[src/alpd_pkg.sv]
`timescale 1ns / 1ps

package alpd_pkg;

  typedef enum logic [1:0] {
    MODE_HUNT = 2'd0,
    MODE_LEN  = 2'd1,
    MODE_SKIP = 2'd2,
    MODE_DATA = 2'd3
  } mode_t;

  localparam logic [7:0] OPEN_CH  = 8'h5B;
  localparam logic [7:0] CLOSE_CH = 8'h5D;
  localparam logic [7:0] ZERO_CH  = 8'h30;
  localparam logic [7:0] NINE_CH  = 8'h39;

  localparam int unsigned LEN_W = 10;
  localparam logic [LEN_W-1:0] LEN_MAX = 10'd1023;

  localparam logic KIND_START   = 1'b0;
  localparam logic KIND_PAYLOAD = 1'b1;

  typedef struct packed {
    logic             result_kind;
    logic [7:0]       payload;
    logic [LEN_W-1:0] frame_length;
    logic             last;
  } res_t;

endpackage

[src/alpd_byte_if.sv]
`timescale 1ns / 1ps

interface alpd_byte_if;
  logic       valid;
  logic       ready;
  logic [7:0] data_byte;

  modport source (output valid, output data_byte, input ready);
  modport sink (input valid, input data_byte, output ready);
endinterface

[src/alpd_res_if.sv]
`timescale 1ns / 1ps

interface alpd_res_if;
  logic       valid;
  logic       ready;
  logic       result_kind;
  logic [7:0] payload;
  logic [9:0] frame_length;
  logic       last;

  modport source (output valid, output result_kind, output payload,
                  output frame_length, output last, input ready);
  modport sink (input valid, input result_kind, input payload,
                input frame_length, input last, output ready);
endinterface

[src/alpd_step.sv]
`timescale 1ns / 1ps

module alpd_step #(
  parameter int LENGTH_DIGITS = 3,
  parameter int CNT_W = 2
) (
  input  alpd_pkg::mode_t         mode,
  input  logic [9:0]              accum,
  input  logic [CNT_W-1:0]        cnt,
  input  logic                    stopped,
  input  logic [9:0]              remaining,
  input  logic [7:0]              data_byte,
  output alpd_pkg::mode_t         mode_nxt,
  output logic [9:0]              accum_nxt,
  output logic [CNT_W-1:0]        cnt_nxt,
  output logic                    stopped_nxt,
  output logic [9:0]              remaining_nxt,
  output logic                    res_valid,
  output alpd_pkg::res_t          res
);
  import alpd_pkg::*;

  logic        is_open;
  logic        is_close;
  logic        is_digit;
  logic [13:0] scaled;
  logic [13:0] sum;
  logic [9:0]  sat;
  logic [9:0]  rem_dec;

  assign is_open  = (data_byte == OPEN_CH);
  assign is_close = (data_byte == CLOSE_CH);
  assign is_digit = (data_byte >= ZERO_CH) && (data_byte <= NINE_CH);
  assign scaled   = {1'b0, accum, 3'b000} + {3'b000, accum, 1'b0};
  assign sum      = scaled + {10'd0, data_byte[3:0]};
  assign sat      = (sum > {4'd0, LEN_MAX}) ? LEN_MAX : sum[9:0];
  assign rem_dec  = (remaining != 10'd0) ? (remaining - 10'd1) : remaining;

  always_comb begin
    mode_nxt      = mode;
    accum_nxt     = accum;
    cnt_nxt       = cnt;
    stopped_nxt   = stopped;
    remaining_nxt = remaining;
    res_valid     = 1'b0;
    res           = '0;
    unique case (mode)
      MODE_HUNT: begin
        if (is_open) begin
          mode_nxt      = MODE_LEN;
          accum_nxt     = '0;
          cnt_nxt       = '0;
          stopped_nxt   = 1'b0;
          remaining_nxt = '0;
        end
      end
      MODE_LEN: begin
        if (is_close) begin
          remaining_nxt    = accum;
          mode_nxt         = MODE_SKIP;
          res_valid        = 1'b1;
          res.result_kind  = KIND_START;
          res.frame_length = accum;
          res.last         = (accum == 10'd0);
        end else if (cnt < CNT_W'(LENGTH_DIGITS)) begin
          if (!stopped && is_digit) begin
            accum_nxt = sat;
          end else begin
            stopped_nxt = 1'b1;
          end
          cnt_nxt = cnt + 1'b1;
        end else if (is_open) begin
          mode_nxt      = MODE_LEN;
          accum_nxt     = '0;
          cnt_nxt       = '0;
          stopped_nxt   = 1'b0;
          remaining_nxt = '0;
        end else begin
          mode_nxt = MODE_HUNT;
        end
      end
      MODE_SKIP: begin
        mode_nxt = (remaining != 10'd0) ? MODE_DATA : MODE_HUNT;
      end
      MODE_DATA: begin
        res_valid        = 1'b1;
        res.result_kind  = KIND_PAYLOAD;
        res.payload      = data_byte;
        res.frame_length = accum;
        res.last         = (remaining <= 10'd1);
        remaining_nxt    = rem_dec;
        if (rem_dec == 10'd0) begin
          mode_nxt = MODE_HUNT;
        end
      end
      default: begin
        mode_nxt = MODE_HUNT;
      end
    endcase
  end
endmodule

[src/ascii_length_prefixed_deframer.sv]
`timescale 1ns / 1ps

// Deframer for byte streams of the form [nnn][payload].
// in_ch carries one raw byte per word; out_ch carries one result per word:
// a frame-start word (result_kind 0) with the decoded decimal length, then
// one word per payload byte (result_kind 1) with last set on the final one.
// A zero-length frame gives only the start word, with last set.
// Throughput: one input word per clock unless out_ch stalls. Each byte
// goes through one pass of the frame decoder; a byte that yields a result
// lands in the output register and shows on out_ch in the next cycle.
// in_ch.ready is high whenever the output register is empty or is being
// drained in the same cycle; a stalled receiver holds the result word and,
// after that, stops the input side.
// Reset (rst_n low, synchronous) puts the decoder back to hunting for '['
// and empties the output register.
// LENGTH_DIGITS sets how many length characters may stand between brackets.
module ascii_length_prefixed_deframer #(
  parameter int LENGTH_DIGITS = 3
) (
  input logic       clk,
  input logic       rst_n,
  alpd_byte_if.sink in_ch,
  alpd_res_if.source out_ch
);
  import alpd_pkg::*;

  localparam int CNT_W = $clog2(LENGTH_DIGITS + 1);

  mode_t            mode_r, mode_nxt;
  logic [9:0]       accum_r, accum_nxt;
  logic [CNT_W-1:0] cnt_r, cnt_nxt;
  logic             stopped_r, stopped_nxt;
  logic [9:0]       remaining_r, remaining_nxt;
  logic             res_valid;
  res_t             res;
  logic             out_valid_r;
  res_t             out_r;
  logic             in_take;

  assign in_ch.ready = !out_valid_r || out_ch.ready;
  assign in_take     = in_ch.valid && in_ch.ready;

  alpd_step #(
    .LENGTH_DIGITS(LENGTH_DIGITS),
    .CNT_W(CNT_W)
  ) u_step (
    .mode(mode_r),
    .accum(accum_r),
    .cnt(cnt_r),
    .stopped(stopped_r),
    .remaining(remaining_r),
    .data_byte(in_ch.data_byte),
    .mode_nxt(mode_nxt),
    .accum_nxt(accum_nxt),
    .cnt_nxt(cnt_nxt),
    .stopped_nxt(stopped_nxt),
    .remaining_nxt(remaining_nxt),
    .res_valid(res_valid),
    .res(res)
  );

  always_ff @(posedge clk) begin
    if (!rst_n) begin
      mode_r      <= MODE_HUNT;
      accum_r     <= '0;
      cnt_r       <= '0;
      stopped_r   <= 1'b0;
      remaining_r <= '0;
      out_valid_r <= 1'b0;
    end else begin
      if (in_take) begin
        mode_r      <= mode_nxt;
        accum_r     <= accum_nxt;
        cnt_r       <= cnt_nxt;
        stopped_r   <= stopped_nxt;
        remaining_r <= remaining_nxt;
      end
      if (in_ch.ready) begin
        out_valid_r <= in_take && res_valid;
      end
    end
  end

  always_ff @(posedge clk) begin
    if (in_take && res_valid && in_ch.ready) begin
      out_r <= res;
    end
  end

  assign out_ch.valid        = out_valid_r;
  assign out_ch.result_kind  = out_r.result_kind;
  assign out_ch.payload      = out_r.payload;
  assign out_ch.frame_length = out_r.frame_length;
  assign out_ch.last         = out_r.last;
endmodule

[src/flat_wrapper.sv]
// flat-port wrapper written by rule: the top's interface ports become plain ports
module ascii_length_prefixed_deframer_flat import alpd_pkg::*;
#(
  parameter int LENGTH_DIGITS = 3
)
  (clk, rst_n, in_ch_valid, in_ch_data_byte, in_ch_ready, out_ch_valid, out_ch_result_kind, out_ch_payload, out_ch_frame_length, out_ch_last, out_ch_ready);
  alpd_byte_if in_ch_i ();
  alpd_res_if out_ch_i ();
  input logic clk;
  input logic rst_n;
  input wire logic [$bits(in_ch_i.valid)-1:0] in_ch_valid;
  input wire logic [$bits(in_ch_i.data_byte)-1:0] in_ch_data_byte;
  output wire logic [$bits(in_ch_i.ready)-1:0] in_ch_ready;
  output wire logic [$bits(out_ch_i.valid)-1:0] out_ch_valid;
  output wire logic [$bits(out_ch_i.result_kind)-1:0] out_ch_result_kind;
  output wire logic [$bits(out_ch_i.payload)-1:0] out_ch_payload;
  output wire logic [$bits(out_ch_i.frame_length)-1:0] out_ch_frame_length;
  output wire logic [$bits(out_ch_i.last)-1:0] out_ch_last;
  input wire logic [$bits(out_ch_i.ready)-1:0] out_ch_ready;
  assign in_ch_i.valid = in_ch_valid;
  assign in_ch_i.data_byte = in_ch_data_byte;
  assign in_ch_ready = in_ch_i.ready;
  assign out_ch_valid = out_ch_i.valid;
  assign out_ch_result_kind = out_ch_i.result_kind;
  assign out_ch_payload = out_ch_i.payload;
  assign out_ch_frame_length = out_ch_i.frame_length;
  assign out_ch_last = out_ch_i.last;
  assign out_ch_i.ready = out_ch_ready;
  ascii_length_prefixed_deframer #(.LENGTH_DIGITS(LENGTH_DIGITS)) u_core (.clk(clk), .rst_n(rst_n), .in_ch(in_ch_i), .out_ch(out_ch_i));
endmodule
[config.mk]
export PLATFORM = sky130hd
export DESIGN_NAME = ascii_length_prefixed_deframer_flat
export DESIGN_NICKNAME = d
export VERILOG_FILES = /design/src/alpd_pkg.sv /design/src/alpd_byte_if.sv /design/src/alpd_res_if.sv /design/src/alpd_step.sv /design/src/ascii_length_prefixed_deframer.sv /design/src/flat_wrapper.sv
export SDC_FILE = /design/constraint.sdc
export NUM_CORES = 1
export LEC_CHECK = 0
export BUFFER_PORTS_ARGS = -buffer_cell sky130_fd_sc_hd__clkbuf_2
export CAP_MARGIN = 20
export CORE_ASPECT_RATIO = 0.7
export CORE_MARGIN = 2
export CORE_UTILIZATION = 59
export CTS_CLUSTER_SIZE = 25
export DETAILED_ROUTE_END_ITERATION = 16
export PLACE_DENSITY = 0.8
export SLEW_MARGIN = 0
export SYNTH_ARGS = -nofsm -noshare
export SYNTH_HDL_FRONTEND = slang
export SYNTH_SLANG_ARGS = --single-unit
[constraint.sdc]
create_clock -name clk -period 3.5 [get_ports clk]
set_input_delay 0.175 -clock clk [delete_from_list [all_inputs] [get_ports clk]]
set_output_delay 0.175 -clock clk [all_outputs]
set_load 0.03 [all_outputs]
==> metrics.md <==
| Metric | Value |
|---|---|
| Status | `finished clean` |
| Hold Crit Class | `in -> reg` |
| DRT Wirelength | `7300 um` |
| Largest net degree at the start of global routing | `21` |
| First drt pass iteration count | `5` |
| Count of maximum capacitance violations | `0` |
| Hold Fails Final Rpt | `0` |
| Worst-path clk slew | `0.09 ns` |
| Postcts setup bufs | `0` |
| Pwr Density | `295 mW/mm^2` |
| Met3 Wirelength | `555 um` |
| Final design utilization | `68.7%` |
| Worst endpoint data arrival time | `3.38 ns` |
| Die H | `63.6 um` |
| Fmax | `about 310 MHz` |
| First-pass GRT wire length | `12400 um` |
| Worst-path fanout max | `10` |
| Die area | `0.00567 sq mm` |
| CTS tree | `yes` |
| Routability Congestion | `approximately 0.9` |
| Async set-or-reset flop fraction in the synthesized netlist | `0%` |
| Initial Util | `61.9%` |
| Layout cells sized above 1 | `14.0%` |
| GRT Overall Usage | `27.9%` |
| Synth-to-Final Area Change | `11.0%` |
| Final Setup Violations | `0` |
| Period minus WS final | `3.19 ns` |
| Synth area leader | `edfxtp_1` |
| Fin. max-slew vios | `0` |
| Ys flop type | `dfxtp_1` |
| Final nets | `391` |
| Synthesized cell area | `0.00299 sq mm` |
| EDFF count, synth | `20` |
| Hold slack final | `about 0.19 ns` |
| Yosys reg bits | `46` |
| Startpoint Class | `flop` |
| Top Layer Used | `met4` |
| DRC | `0` |
| Die Wd | `just under 90 um` |
| Post-synthesis sequential area ratio | `37.5%` |
| Wirelength per Cell | `17.2 um` |
| Leakage | `1.40 nW` |
| DRT met1 WL | `3550 um` |
| Post-DP HPWL | `5310 um` |
| Worst vdd ir | `0.191 mV` |
| Core Region | `0.00483 sq mm` |
| Fin area | `0.00332 sq mm` |
| Via density | `6.28` |
| Critical path required time | `around 3.7 ns` |
| Max_slew headroom | `~40%` |
| IO Port Bufs | `33` |
| CTS buffer count | `5` |
| Clock Skew | `0.00691 ns` |
| Fin cells | `425` |
| Post-synthesis area per instance | `slightly above 9 sq um` |
| Synth area leaders | `edfxtp_1 (20%), dfxtp_1 (17%), ha_1 (9.2%), nand2_1 (4.0%), nor2b_1 (3.8%)` |
| Critical Path End Type | `flop` |
| GRT Residual Overflow | `0` |
| Placed cell area | `0.00321 sq mm` |
| Antenna viol nets, final | `0` |
| Total Neg Setup Slack | `0 ns` |
| Synthesized Nets | `364` |
| Synth top cells by count | `nand2_1 (32), dfxtp_1 (26), ha_1 (22)` |
| Initial antenna violation count | `0` |
| Site Rows | `21` |
| Antenna cells | `0` |
| Via count | `2668` |
| Skew-Pair Late Insertion Delay | `just under 0.3 ns` |
| Cell count after synthesis | `328` |
| Met2 wire len | `3150 um` |
| Distinct cell type count after synthesis | `53` |
| Share of the synthesized area in the top cell type | `between 20% and 30%` |
| CTS root buf | `clkbuf_8` |
| Inst Count DP | `417` |
| Worst Max-Slew Pin Slew | `0.893 ns` |
| Unrepaired setup endpoints after global routing | `false` |
| H-tree levels | `2` |
| Count leader, synth | `nand2_1` |
| Starting DRT DRC Count | `258` |
| Number of global-route vias before repair | `2467` |
| Final period utilization | `about nine tenths` |
| Max Root-Sink Buffers | `2` |
| Clock Sinks | `46` |
| Critical path class | `reg -> reg` |
| # IOs | `34` |
| YS warnings | `0` |
## flip-flops by register name, summed over array words and instances (netlist names)
register                    count
u_core.remaining_r             10
u_core.out_ch.payload           8
u_core.out_ch.valid             1
u_core.out_ch.frame_length     10
u_core.stopped_r                1
u_core.mode_r                   2
u_core.accum_r                 10
u_core.out_ch.result_kind       1
u_core.out_ch.last              1
u_core.cnt_r                    2
## layout make-up
type | instances | area, sq um
clock buffer | 6 | 72.6
inverter | 7 | 26.3
fill | 394 | 1510
sequential | 46 | 1120
multi-input combinational | 259 | 1790
clock inverter | 2 | 37.5
tap | 69 | 86.3
timing repair buffer | 36 | 188
## cell families (layout without fill, tap and decap cells)
family | after synthesis | in the layout | synth area share, %
simple gates | 132 | 132 | 24.6
fa+ha+maj | 24 | 24 | 10.5
xor+xnor | 11 | 11 | 3.22
mux | 4 | 4 | 1.38
flops | 46 | 46 | 37.5
compound gates | 88 | 88 | 19.9
buf+inv | 23 | 51 | 2.89
## metrics by stage
step | total power [mW] | setup WS [ns]
after floorplan | 0.586 | 0.699
after global placement | 0.601 | 0.383
after detailed placement | 0.602 | 0.210
after CTS | 0.983 | 0.182
after global routing | 1.01 | 0.0966
final | 0.980 | 0.308
## critical path: stages (launching register included)
cell and delay, ns:
dfxtp_1 0.48, fa_1 0.51, ha_1 0.35, a211o_1 0.29, a21oi_1 0.20, a22oi_1 0.15
a311oi_1 0.35, o2111ai_2 0.33, a211oi_1 0.35, nor3_1 0.08
## timing repair
item                                    CTS  global route
gates resized for setup                   0             1
endpoints found under the hold margin     0             0
endpoints found under the setup margin    0             8
hold buffers                              0             0
## layer usage
| layer | global-route usage (%) | vias to the layer above |
|---|---|---|
| met5 | 0 | - |
| met4 | 5.78 | 0 |
| met3 | 5.90 | 6 |
| met2 | 39.9 | 118 |
| met1 | 43.1 | 1260 |
| li1 | - | 1284 |
## worst paths after layout
path	from	end	slack (ns)	depth (start not counted)
max	u_core.accum_r[0]	u_core.accum_r[4]	0.31	9
min	in_ch_data_byte[0]	u_core.accum_r[0]	0.19	3
max reg2reg	u_core.accum_r[0]	u_core.accum_r[4]	0.31	9
min reg2reg	u_core.cnt_r[1]	u_core.cnt_r[1]	0.53	2
## power by group
group	switching [mW]	internal, mW
Sequential	0.000230	0.554
Clock	0.176	0.213
Combinational	0.0223	0.0137
Total	0.199	0.781
## placed cells by master (no fill, tap or decap), types with 4 or more instances in the layout
cell type,netlist,final
nor4_1,5,5
o211ai_1,5,5
nor2_1,15,15
inv_1,7,7
o21a_1,4,4
and3_1,8,8
xnor2_1,4,4
nand3_1,4,4
nor2b_1,18,18
nor3_1,10,10
edfxtp_1,20,20
clkbuf_2,0,33
a21oi_1,16,16
xor2_1,7,7
o221ai_1,5,5
clkbuf_8,0,5
dfxtp_1,26,26
nor3b_1,4,4
and2_1,13,13
nand2b_1,5,5
ha_1,22,22
a211oi_1,5,5
a22oi_1,12,12
o21ai_0,18,18
nand2_1,32,32
Note: power is estimated with default switching activity, not from simulation.
